**config.mk**
```make
export PLATFORM = sky130hd
export DESIGN_NAME = hook_detect_hysteresis_debounce
export DESIGN_NICKNAME = d
export VERILOG_FILES = /design/src/hw/rtl/hdh_pkg.sv /design/src/hw/rtl/hdh_classify.sv /design/src/hw/rtl/hdh_debounce.sv /design/src/hw/rtl/hook_detect_hysteresis_debounce.sv
export SDC_FILE = /design/constraint.sdc
export NUM_CORES = 1
export LEC_CHECK = 0
export BUFFER_PORTS_ARGS = -buffer_cell sky130_fd_sc_hd__buf_2
export CAP_MARGIN = 20
export CORE_MARGIN = 2
export CORE_UTILIZATION = 39
export CTS_CLUSTER_DIAMETER = 30
export DETAILED_ROUTE_END_ITERATION = 8
export RECOVER_POWER = 100
export SLEW_MARGIN = 40
export SYNTH_ARGS = -nofsm -noshare
export SYNTH_HDL_FRONTEND = slang
export SYNTH_HIERARCHICAL = 1
export SYNTH_SLANG_ARGS = --single-unit
```
**constraint.sdc**
```tcl
create_clock -name clk -period 9.65 [get_ports clk]
set_clock_uncertainty 0.15 [all_clocks]
set_input_delay 0.965 -clock clk [delete_from_list [all_inputs] [get_ports clk]]
set_output_delay 0.965 -clock clk [all_outputs]
set_load 0.03 [all_outputs]
```
**src/hw/rtl/hdh_pkg.sv**
```systemverilog
// ----------------------------------------------------------------------------
// hdh_pkg
// Shared widths, register indexes, reset values and types for the hook
// detector.
// ----------------------------------------------------------------------------
`default_nettype none

package hdh_pkg;

  localparam int SAMPLE_BITS = 12;
  localparam int TIME_BITS   = 32;
  localparam int DEB_BITS    = 16;
  localparam int CFG_IDX_W   = 2;
  localparam int CFG_DATA_W  = 16;

  typedef logic [SAMPLE_BITS-1:0] sample_t;
  typedef logic [TIME_BITS-1:0]   stamp_t;
  typedef logic [DEB_BITS-1:0]    deb_t;

  localparam logic [CFG_IDX_W-1:0] CFG_THRESHOLD_ON  = CFG_IDX_W'(0);
  localparam logic [CFG_IDX_W-1:0] CFG_THRESHOLD_OFF = CFG_IDX_W'(1);
  localparam logic [CFG_IDX_W-1:0] CFG_DEBOUNCE_MS   = CFG_IDX_W'(2);

  localparam sample_t RST_THRESHOLD_ON  = SAMPLE_BITS'(2000);
  localparam sample_t RST_THRESHOLD_OFF = SAMPLE_BITS'(1000);
  localparam deb_t    RST_DEBOUNCE_MS   = DEB_BITS'(50);

  // comparator verdict for one sample
  typedef struct packed {
    logic reading;
    logic line_break;
  } class_t;

  // debounced hook status
  typedef struct packed {
    logic handset_up;
    logic hook_changed;
  } hook_res_t;

endpackage

`default_nettype wire

```
**src/hw/rtl/hdh_classify.sv**
```systemverilog
// ----------------------------------------------------------------------------
// hdh_classify
// Hysteresis comparator: clamps the off threshold and classifies a sample.
// ----------------------------------------------------------------------------
`default_nettype none

module hdh_classify (
  input  wire hdh_pkg::sample_t sample,
  input  wire hdh_pkg::sample_t threshold_on,
  input  wire hdh_pkg::sample_t threshold_off,
  input  wire logic             committed_handset_up,
  output hdh_pkg::class_t       verdict
);
  import hdh_pkg::*;

  sample_t eff_off;

  always_comb begin
    if (threshold_on == '0) begin
      eff_off = '0;
    end else if (threshold_off >= threshold_on) begin
      eff_off = threshold_on - SAMPLE_BITS'(1);
    end else begin
      eff_off = threshold_off;
    end
  end

  always_comb begin
    verdict.reading    = (sample >= threshold_on) ||
                         (committed_handset_up && (sample > eff_off));
    verdict.line_break = sample < eff_off;
  end

endmodule

`default_nettype wire

```
**src/hw/rtl/hdh_debounce.sv**
```systemverilog
// ----------------------------------------------------------------------------
// hdh_debounce
// Pending/committed hook state with timestamp-based hold timer.
// ----------------------------------------------------------------------------
`default_nettype none

module hdh_debounce (
  input  wire logic             clk,
  input  wire logic             rst_n,
  input  wire logic             advance,
  input  wire logic             reading,
  input  wire hdh_pkg::stamp_t  now,
  input  wire hdh_pkg::deb_t    debounce_ms,
  output logic                  committed_handset_up,
  output hdh_pkg::hook_res_t    result
);
  import hdh_pkg::*;

  logic   committed_r, committed_nxt;
  logic   pending_r, pending_nxt;
  stamp_t stamp_r, stamp_nxt;
  stamp_t elapsed;
  logic   changed;

  // difference wraps modulo 2^32
  assign elapsed = now - stamp_r;

  always_comb begin
    committed_nxt = committed_r;
    pending_nxt   = pending_r;
    stamp_nxt     = stamp_r;
    changed       = 1'b0;
    if (reading != pending_r) begin
      pending_nxt = reading;
      stamp_nxt   = now;
    end else if ((pending_r != committed_r) && (elapsed >= TIME_BITS'(debounce_ms))) begin
      committed_nxt = pending_r;
      changed       = 1'b1;
    end
  end

  always_ff @(posedge clk) begin
    if (!rst_n) begin
      committed_r <= 1'b0;
      pending_r   <= 1'b0;
      stamp_r     <= '0;
    end else if (advance) begin
      committed_r <= committed_nxt;
      pending_r   <= pending_nxt;
      stamp_r     <= stamp_nxt;
    end
  end

  assign committed_handset_up = committed_r;
  assign result.handset_up    = committed_nxt;
  assign result.hook_changed  = changed;

endmodule

`default_nettype wire

```
**src/hw/rtl/hook_detect_hysteresis_debounce.sv**
```systemverilog
// ----------------------------------------------------------------------------
// hook_detect_hysteresis_debounce
// Line-sense hook detector: hysteresis comparator followed by a debounce
// timer; one result per sample.
// ----------------------------------------------------------------------------
// pipeline: result is registered (input register, then result register);
//   throughput: one request per cycle unless out_stall holds the output, set
//   by the combinational compare and 32-bit subtract between the two registers
// reset: synchronous active-low; clears state to on-hook, stamp 0, and loads
//   thresholds 2000/1000 and debounce 50 ms
`default_nettype none

module hook_detect_hysteresis_debounce (
  input  wire logic                             clk,
  input  wire logic                             rst_n,
  input  wire logic                             cfg_we,
  input  wire logic [hdh_pkg::CFG_IDX_W-1:0]    cfg_index,
  input  wire logic [hdh_pkg::CFG_DATA_W-1:0]   cfg_wdata,
  input  wire logic                             in_valid,
  output logic                                  in_stall,
  input  wire logic [hdh_pkg::SAMPLE_BITS-1:0]  in_sample,
  input  wire logic [hdh_pkg::TIME_BITS-1:0]    in_time_ms,
  output logic                                  out_valid,
  input  wire logic                             out_stall,
  output logic                                  out_handset_up,
  output logic                                  out_hook_changed,
  output logic                                  out_line_break
);
  import hdh_pkg::*;

  sample_t   threshold_on_r, threshold_off_r;
  deb_t      debounce_ms_r;

  logic      s1_valid_r;
  sample_t   s1_sample_r;
  stamp_t    s1_time_r;

  logic      out_valid_r;
  logic      out_handset_up_r, out_hook_changed_r, out_line_break_r;

  logic      out_free;
  logic      advance;
  logic      committed;
  class_t    verdict;
  hook_res_t hook_res;

  assign out_free = !out_valid_r || !out_stall;
  assign advance  = s1_valid_r && out_free;
  assign in_stall = s1_valid_r && !out_free;

  always_ff @(posedge clk) begin
    if (!rst_n) begin
      threshold_on_r  <= RST_THRESHOLD_ON;
      threshold_off_r <= RST_THRESHOLD_OFF;
      debounce_ms_r   <= RST_DEBOUNCE_MS;
    end else if (cfg_we) begin
      case (cfg_index)
        CFG_THRESHOLD_ON:  threshold_on_r  <= cfg_wdata[SAMPLE_BITS-1:0];
        CFG_THRESHOLD_OFF: threshold_off_r <= cfg_wdata[SAMPLE_BITS-1:0];
        CFG_DEBOUNCE_MS:   debounce_ms_r   <= cfg_wdata[DEB_BITS-1:0];
        default: ;
      endcase
    end
  end

  // input register
  always_ff @(posedge clk) begin
    if (!rst_n) begin
      s1_valid_r <= 1'b0;
    end else if (!in_stall) begin
      s1_valid_r <= in_valid;
    end
  end

  always_ff @(posedge clk) begin
    if (!in_stall && in_valid) begin
      s1_sample_r <= in_sample;
      s1_time_r   <= in_time_ms;
    end
  end

  hdh_classify u_classify (
    .sample               (s1_sample_r),
    .threshold_on         (threshold_on_r),
    .threshold_off        (threshold_off_r),
    .committed_handset_up (committed),
    .verdict              (verdict)
  );

  hdh_debounce u_debounce (
    .clk                  (clk),
    .rst_n                (rst_n),
    .advance              (advance),
    .reading              (verdict.reading),
    .now                  (s1_time_r),
    .debounce_ms          (debounce_ms_r),
    .committed_handset_up (committed),
    .result               (hook_res)
  );

  // result register
  always_ff @(posedge clk) begin
    if (!rst_n) begin
      out_valid_r <= 1'b0;
    end else if (out_free) begin
      out_valid_r <= s1_valid_r;
    end
  end

  always_ff @(posedge clk) begin
    if (advance) begin
      out_handset_up_r   <= hook_res.handset_up;
      out_hook_changed_r <= hook_res.hook_changed;
      out_line_break_r   <= verdict.line_break;
    end
  end

  assign out_valid        = out_valid_r;
  assign out_handset_up   = out_handset_up_r;
  assign out_hook_changed = out_hook_changed_r;
  assign out_line_break   = out_line_break_r;

endmodule

`default_nettype wire
```
After elaboration in Yosys (flattened, before gate mapping)
Cells that the tools add are included.
{"block": "totals", "elab_cells": 46, "input_bits": 67, "reg_bits": 123, "out_inout_bits": 5}
{"block": "op_classes", "reduce_logical": 17, "add_sub_neg": 2, "eq_ne": 4, "order_cmp": 5, "n_mux": 5}
{"op": "32-bit by 16-bit greater-or-equal comparator with 1-bit output", "count": 1}
{"op": "32-bit subtractor", "count": 1}
{"op": "12-bit greater-or-equal comparator", "count": 2}
{"op": "12-bit two-way mux", "count": 2}
{"op": "12-bit > comparator", "count": 1}
{"op": "12-bit logical NOT", "count": 1}
{"op": "12-bit < comparator", "count": 1}
{"op": "12-bit by 1-bit subtractor with 12-bit output, second input constant", "count": 1}
{"op": "2-bit AND reduction", "count": 4}
{"op": "1-bit logical AND", "count": 5}
{"op": "1-bit logical NOT", "count": 4}
{"op": "1-bit two-way mux", "count": 3}
{"op": "2-bit by 1-bit == test with 1-bit output, second input constant", "count": 1}
{"op": "2-bit == test, second input constant", "count": 1}
{"op": "2-bit logical NOT", "count": 1}
{"op": "1-bit logical OR", "count": 2}
{"op": "1-bit != test", "count": 2}

Depth between registers and ports, before layout
{"block": "logic_depth", "ltp_word": 8, "ltp_mapped": 22, "depth_no_buf": 21}

Hierarchy
The synthesis kept the hierarchy.
{"mod": "hdh_debounce", "area_per_inst_um2": 3772.4, "instances": 1, "seq_area_each_um2": 680.7, "cells_each": 536}
{"mod": "hook_detect_hysteresis_debounce", "area_per_inst_um2": 3123.0, "instances": 1, "seq_area_each_um2": 2252.2, "cells_each": 219}
{"mod": "hdh_classify", "area_per_inst_um2": 1301.2, "instances": 1, "seq_area_each_um2": 0.0, "cells_each": 171}

Worst setup path after synthesis
OpenSTA, ideal clock, no wires.
{"block": "synth_timing", "path_kind": "reg-to-reg", "start": "reg s1_time_r[2]", "end": "reg out_hook_changed_r (netlist: out_hook_changed), data pin", "setup_time_ns": 0.251, "period_less_slack_ns": 4.230, "t_arrival_ns": 3.829, "path_stages_with_launch": 21, "n_path_buf": 1, "setup_slack_ns": 5.420, "required_ns": 9.249, "cell_sequence": "edfxtp_1 ha_1 o21a_1 o31a_1 o31ai_2 o31ai_1 nand3_1 and2_1 xnor2_1 ha_1 nand2_1 nor2_1 a211oi_1 nand4_1 mux2i_1 o221ai_1 nor4_1 nand4_1 or2_1 and2_1 buf_4"}
{"block": "synth_between", "elab_chain_cells": 4}
{"item": "from (decl)", "line": "hook_detect_hysteresis_debounce.sv:36", "rtl": "stamp_t s1_time_r;"}
{"item": "from (signal assigned)", "line": "hook_detect_hysteresis_debounce.sv:78", "rtl": "s1_time_r <= in_time_ms;"}
{"item": "32-bit subtractor", "line": "hdh_debounce.sv:26", "rtl": "assign elapsed = now - stamp_r;"}
{"item": "32-bit by 16-bit greater-or-equal comparator with 1-bit output", "line": "hdh_debounce.sv:36", "rtl": "end else if ((pending_r != committed_r) && (elapsed >= TIME_BITS'(debounce_ms))) begin"}
{"item": "1-bit logical AND", "line": "hdh_debounce.sv:36"}
{"item": "1-bit two-way mux", "line": "hdh_debounce.sv:36"}
{"item": "to (signal assigned)", "line": "hook_detect_hysteresis_debounce.sv:113", "rtl": "out_hook_changed_r <= hook_res.hook_changed;"}
{"item": "to (decl)", "line": "hook_detect_hysteresis_debounce.sv:39", "rtl": "logic out_handset_up_r, out_hook_changed_r, out_line_break_r;"}
Every way passes these cells.
A chain may end at the register's enable or synchronous reset.

==> key figures <==
Synthesis
  • Synth top area cells: dfxtp_1 (19%), edfxtp_1 (17%), ha_1 (13%)
  • Synth top area share: 0.1856
  • Yosys cell types: 74
  • Yosys warning count: 6
  • Async S/R FF share, synth: 0
  • Post-Syn Area per Cell: 8.852 sq um
  • Synth Register Bits: 123
  • Commonest cells post-synth: nand2_1 (144), ha_1 (84), dfxtp_1 (76)
  • Synth Instances: 926
  • Primary FF master, synth: dfxtp_1
  • Sequential fraction of the synthesis area: 0.3578
  • Most common cell in the netlist: nand2_1
  • Area leader, netlist: dfxtp_1
  • Synthesized area: 8197 sq um
  • EDFF count, synth: 47
  • Post-synthesis net count: 1078

Route
  • Met3 WL: 642 um
  • Met2 Wirelength: 7925 um
  • Post-route ant nets: 0
  • Initial DRC count: 432
  • Metal-1 WL: 8952 um
  • Drt total wl: 17820 um
  • Avg Vias per Cell: 5.076
  • Via Count: 6426
  • DR DRC count: 0
  • Top Metal Used: met4
  • DRT Pass-1 Iters: 5
  • Routed WL per cell: 14.07 um

Global routing
  • First-pass GRT wire length: 29970 um
  • Initial antenna violation count: 0
  • Largest net degree at the start of global routing: 101
  • Gr usage total: 0.1670
  • Vias in the first global route: 6207
  • Global route overflow: 0

Worst setup path
  • Cells along the critical path: inv_1 > ha_1 > or4b_1 > nor4_1 > clkbuf_1 > and2b_1 > mux2i_1 > ha_1 > nor2b_1 > o211ai_1 > a21oi_1 > nor3_1 > o21ai_0 > xor2_1 > and2_2 > nand2_1 > a21boi_0
  • Crit Path Category: flip-flop to flip-flop
  • CP required: 9.83 ns
  • R2R cell count: 17
  • Startpoint types: flip-flop
  • Worst EP arrival: 6.27 ns
  • CP dominant cell by count: ha_1
  • Setup crit start: threshold_on_r[0]$_SDFFE_PN0P_
  • Slowest-stage cell, CP: nor4_1
  • Top fanout value on the critical path: 32
  • R2R Path Start: threshold_on_r[0]$_SDFFE_PN0P_
  • Max incr delay on CP: 1.29 ns
  • CP Capture Type: flip-flop

Timing
  • Final worst path period share: 0.6305
  • WHS: 0.3086 ns
  • Fin. max-slew vios: 158
  • Setup TNS: 0 ns
  • Worst-Margin Slew: 3.748 ns
  • Worst Slack Setup Final: 3.566 ns
  • Headroom to the max-slew limit: -1.499
  • Hold Vio Cnt, Final: 0
  • Fmax: 0.1644 GHz
  • Fin crit period: 6.084 ns
  • Final setup violating endpoints: 0
  • Unrepaired setup endpoints after global routing: no

Floorplan
  • Die height: 149.0 um
  • Die Area: 22190 sq um
  • Die extent in x: 149.0 um
  • Core box area: 20820 sq um
  • I/O pin count: 72
  • Initial core utilization: 0.3936
  • Standard-cell rows: 53

Power and ir drop
  • Switch Pwr: 418.3 uW
  • Static Leakage: 3.778 nW
  • Comb power frac: 0.189
  • Worst VDD drop: 94.69 uV
  • PD cells: 158.1 nW/um^2
  • Pint: 1.043 mW
  • Clock network fraction of design power: 0.412
  • Sequential fraction of design power: 0.399
  • Switch share: 0.2863

Clocking
  • CTS buffer count: 17
  • Max Root-Sink Buffers: 2
  • Post-CTS Setup Repair Bufs: 0
  • H-Tree Level Count: 4
  • Clk slew on worst S/H paths: 0.06 ns
  • Num Clock Sinks: 123
  • CTS tree: built
  • # resized after CTS: 0
  • CTS root buffer: clkbuf_16
  • Cts hold-fix bufs: 0
  • Clk Latency, worst-skew pair: 0.42 ns

Status
  • Failing checks: max-capacitance violations, max-slew violations
  • Status: finished, violations left

Placed design
  • Pre-CTS WS: 4.605 ns
  • Global placer's final weighted congestion: 0.8663
  • IO buf count: 71
  • Cell total after placement: 1234
  • Dpl hpwl: 12990 um

Hold path
  • Worst Hold Path Cells: 2
  • Hold Path Class: flip-flop to flip-flop
  • Worst min-delay path startpoint: debounce_ms_r[11]$_SDFFE_PN0P_

Flow run
  • Max-cap violations: 3

Cells and area
  • Post-layout nets: 1130
  • Antenna Cells: 0
  • Final non-filler cell total: 1266
  • Share of cells above drive strength 1: 0.1130
  • Area grow syn2layout: 12.75%
## worst max-delay path: cells and delay by family, from the launching register on
family	cells	cell delay [ns]
compound gates	4	1.04
xor+xnor	1	0.26
fa+ha+maj	2	0.35
buf+inv	2	0.57
flops	1	0.38
mux	1	0.13
simple gates	7	3.09
## state kept, by name, indices dropped and copies added (netlist names)
name and cells:
out_hook_changed 1, s1_time_r 32, threshold_off_r 12, s1_valid_r 1
out_valid 1, threshold_on_r 12, debounce_ms_r 16, s1_sample_r 12
out_handset_up 1, u_debounce/pending_r 1, u_debounce/committed_handset_up 1, out_line_break 1
u_debounce/stamp_r 32
## cell usage in the layout, fill, tap and decap left out, types with 13 or more instances in the layout
cell type	n
nand2_1	143
ha_1	84
dfxtp_1	76
inv_1	75
buf_2	65
a21oi_1	53
mux2i_1	52
edfxtp_1	47
nor2_1	40
a21boi_0	35
nor2b_1	34
o21ai_0	31
clkbuf_16	19
xnor2_1	17
nand4_1	17
a21o_1	17
clkbuf_1	14
nor3_1	13
## cell type report
class	count	area (sq um)
flip-flops and latches	123	2933
multi-input cells	686	4768
fillers	2071	11580
repair buffers	75	362.8
clock buffers	23	490.5
well taps	275	344.1
inverters	75	281.5
clock inverters	9	61.31
## metrics by stage
stage	util	cell area, sq um	total power [mW]
floorplan	-	8197	0.7982
global placement	0.4184	8712	0.8643
detailed placement	0.4195	8735	0.8675
CTS	0.4460	9286	1.475
global route	0.4438	9241	1.539
finish	0.4438	9241	1.461
## power groups by stage
stage	Combinational, mW	Sequential, mW	Clock, mW
2_1_floorplan	0.208	0.590	0
3_3_place_gp	0.271	0.593	0
3_5_place_dp	0.274	0.593	0
4_1_cts	0.276	0.583	0.617
5_1_grt	0.314	0.586	0.639
6_report	0.276	0.583	0.602
## kinds of logic (layout without fill, tap and decap cells)
kind of cell    count (synthesis)  after routing  synth area share
simple gates                  317            317            0.1902
buf+inv                       117            182           0.06106
mux                            54             54           0.06625
compound gates                204            204            0.1662
xor+xnor                       26             26           0.02778
flops                         123            123            0.3578
fa+ha+maj                      85             85            0.1307
## path summary, 6_finish.rpt
kind / slack, ns / to
max: 3.57 / u_debounce/stamp_r[8]$_SDFFE_PN0P_
min: 0.31 / debounce_ms_r[11]$_SDFFE_PN0P_
max reg2reg: 3.57 / u_debounce/stamp_r[8]$_SDFFE_PN0P_
min reg2reg: 0.31 / debounce_ms_r[11]$_SDFFE_PN0P_
## layer usage
metal / GRT usage / vias up
li1: - / 3373
met5: 0 / -
met2: 0.2680 / 124
met1: 0.2281 / 2906
met3: 0.02997 / 23
met4: 0.05476 / 0
Note: power is estimated with default switching activity, not from simulation.
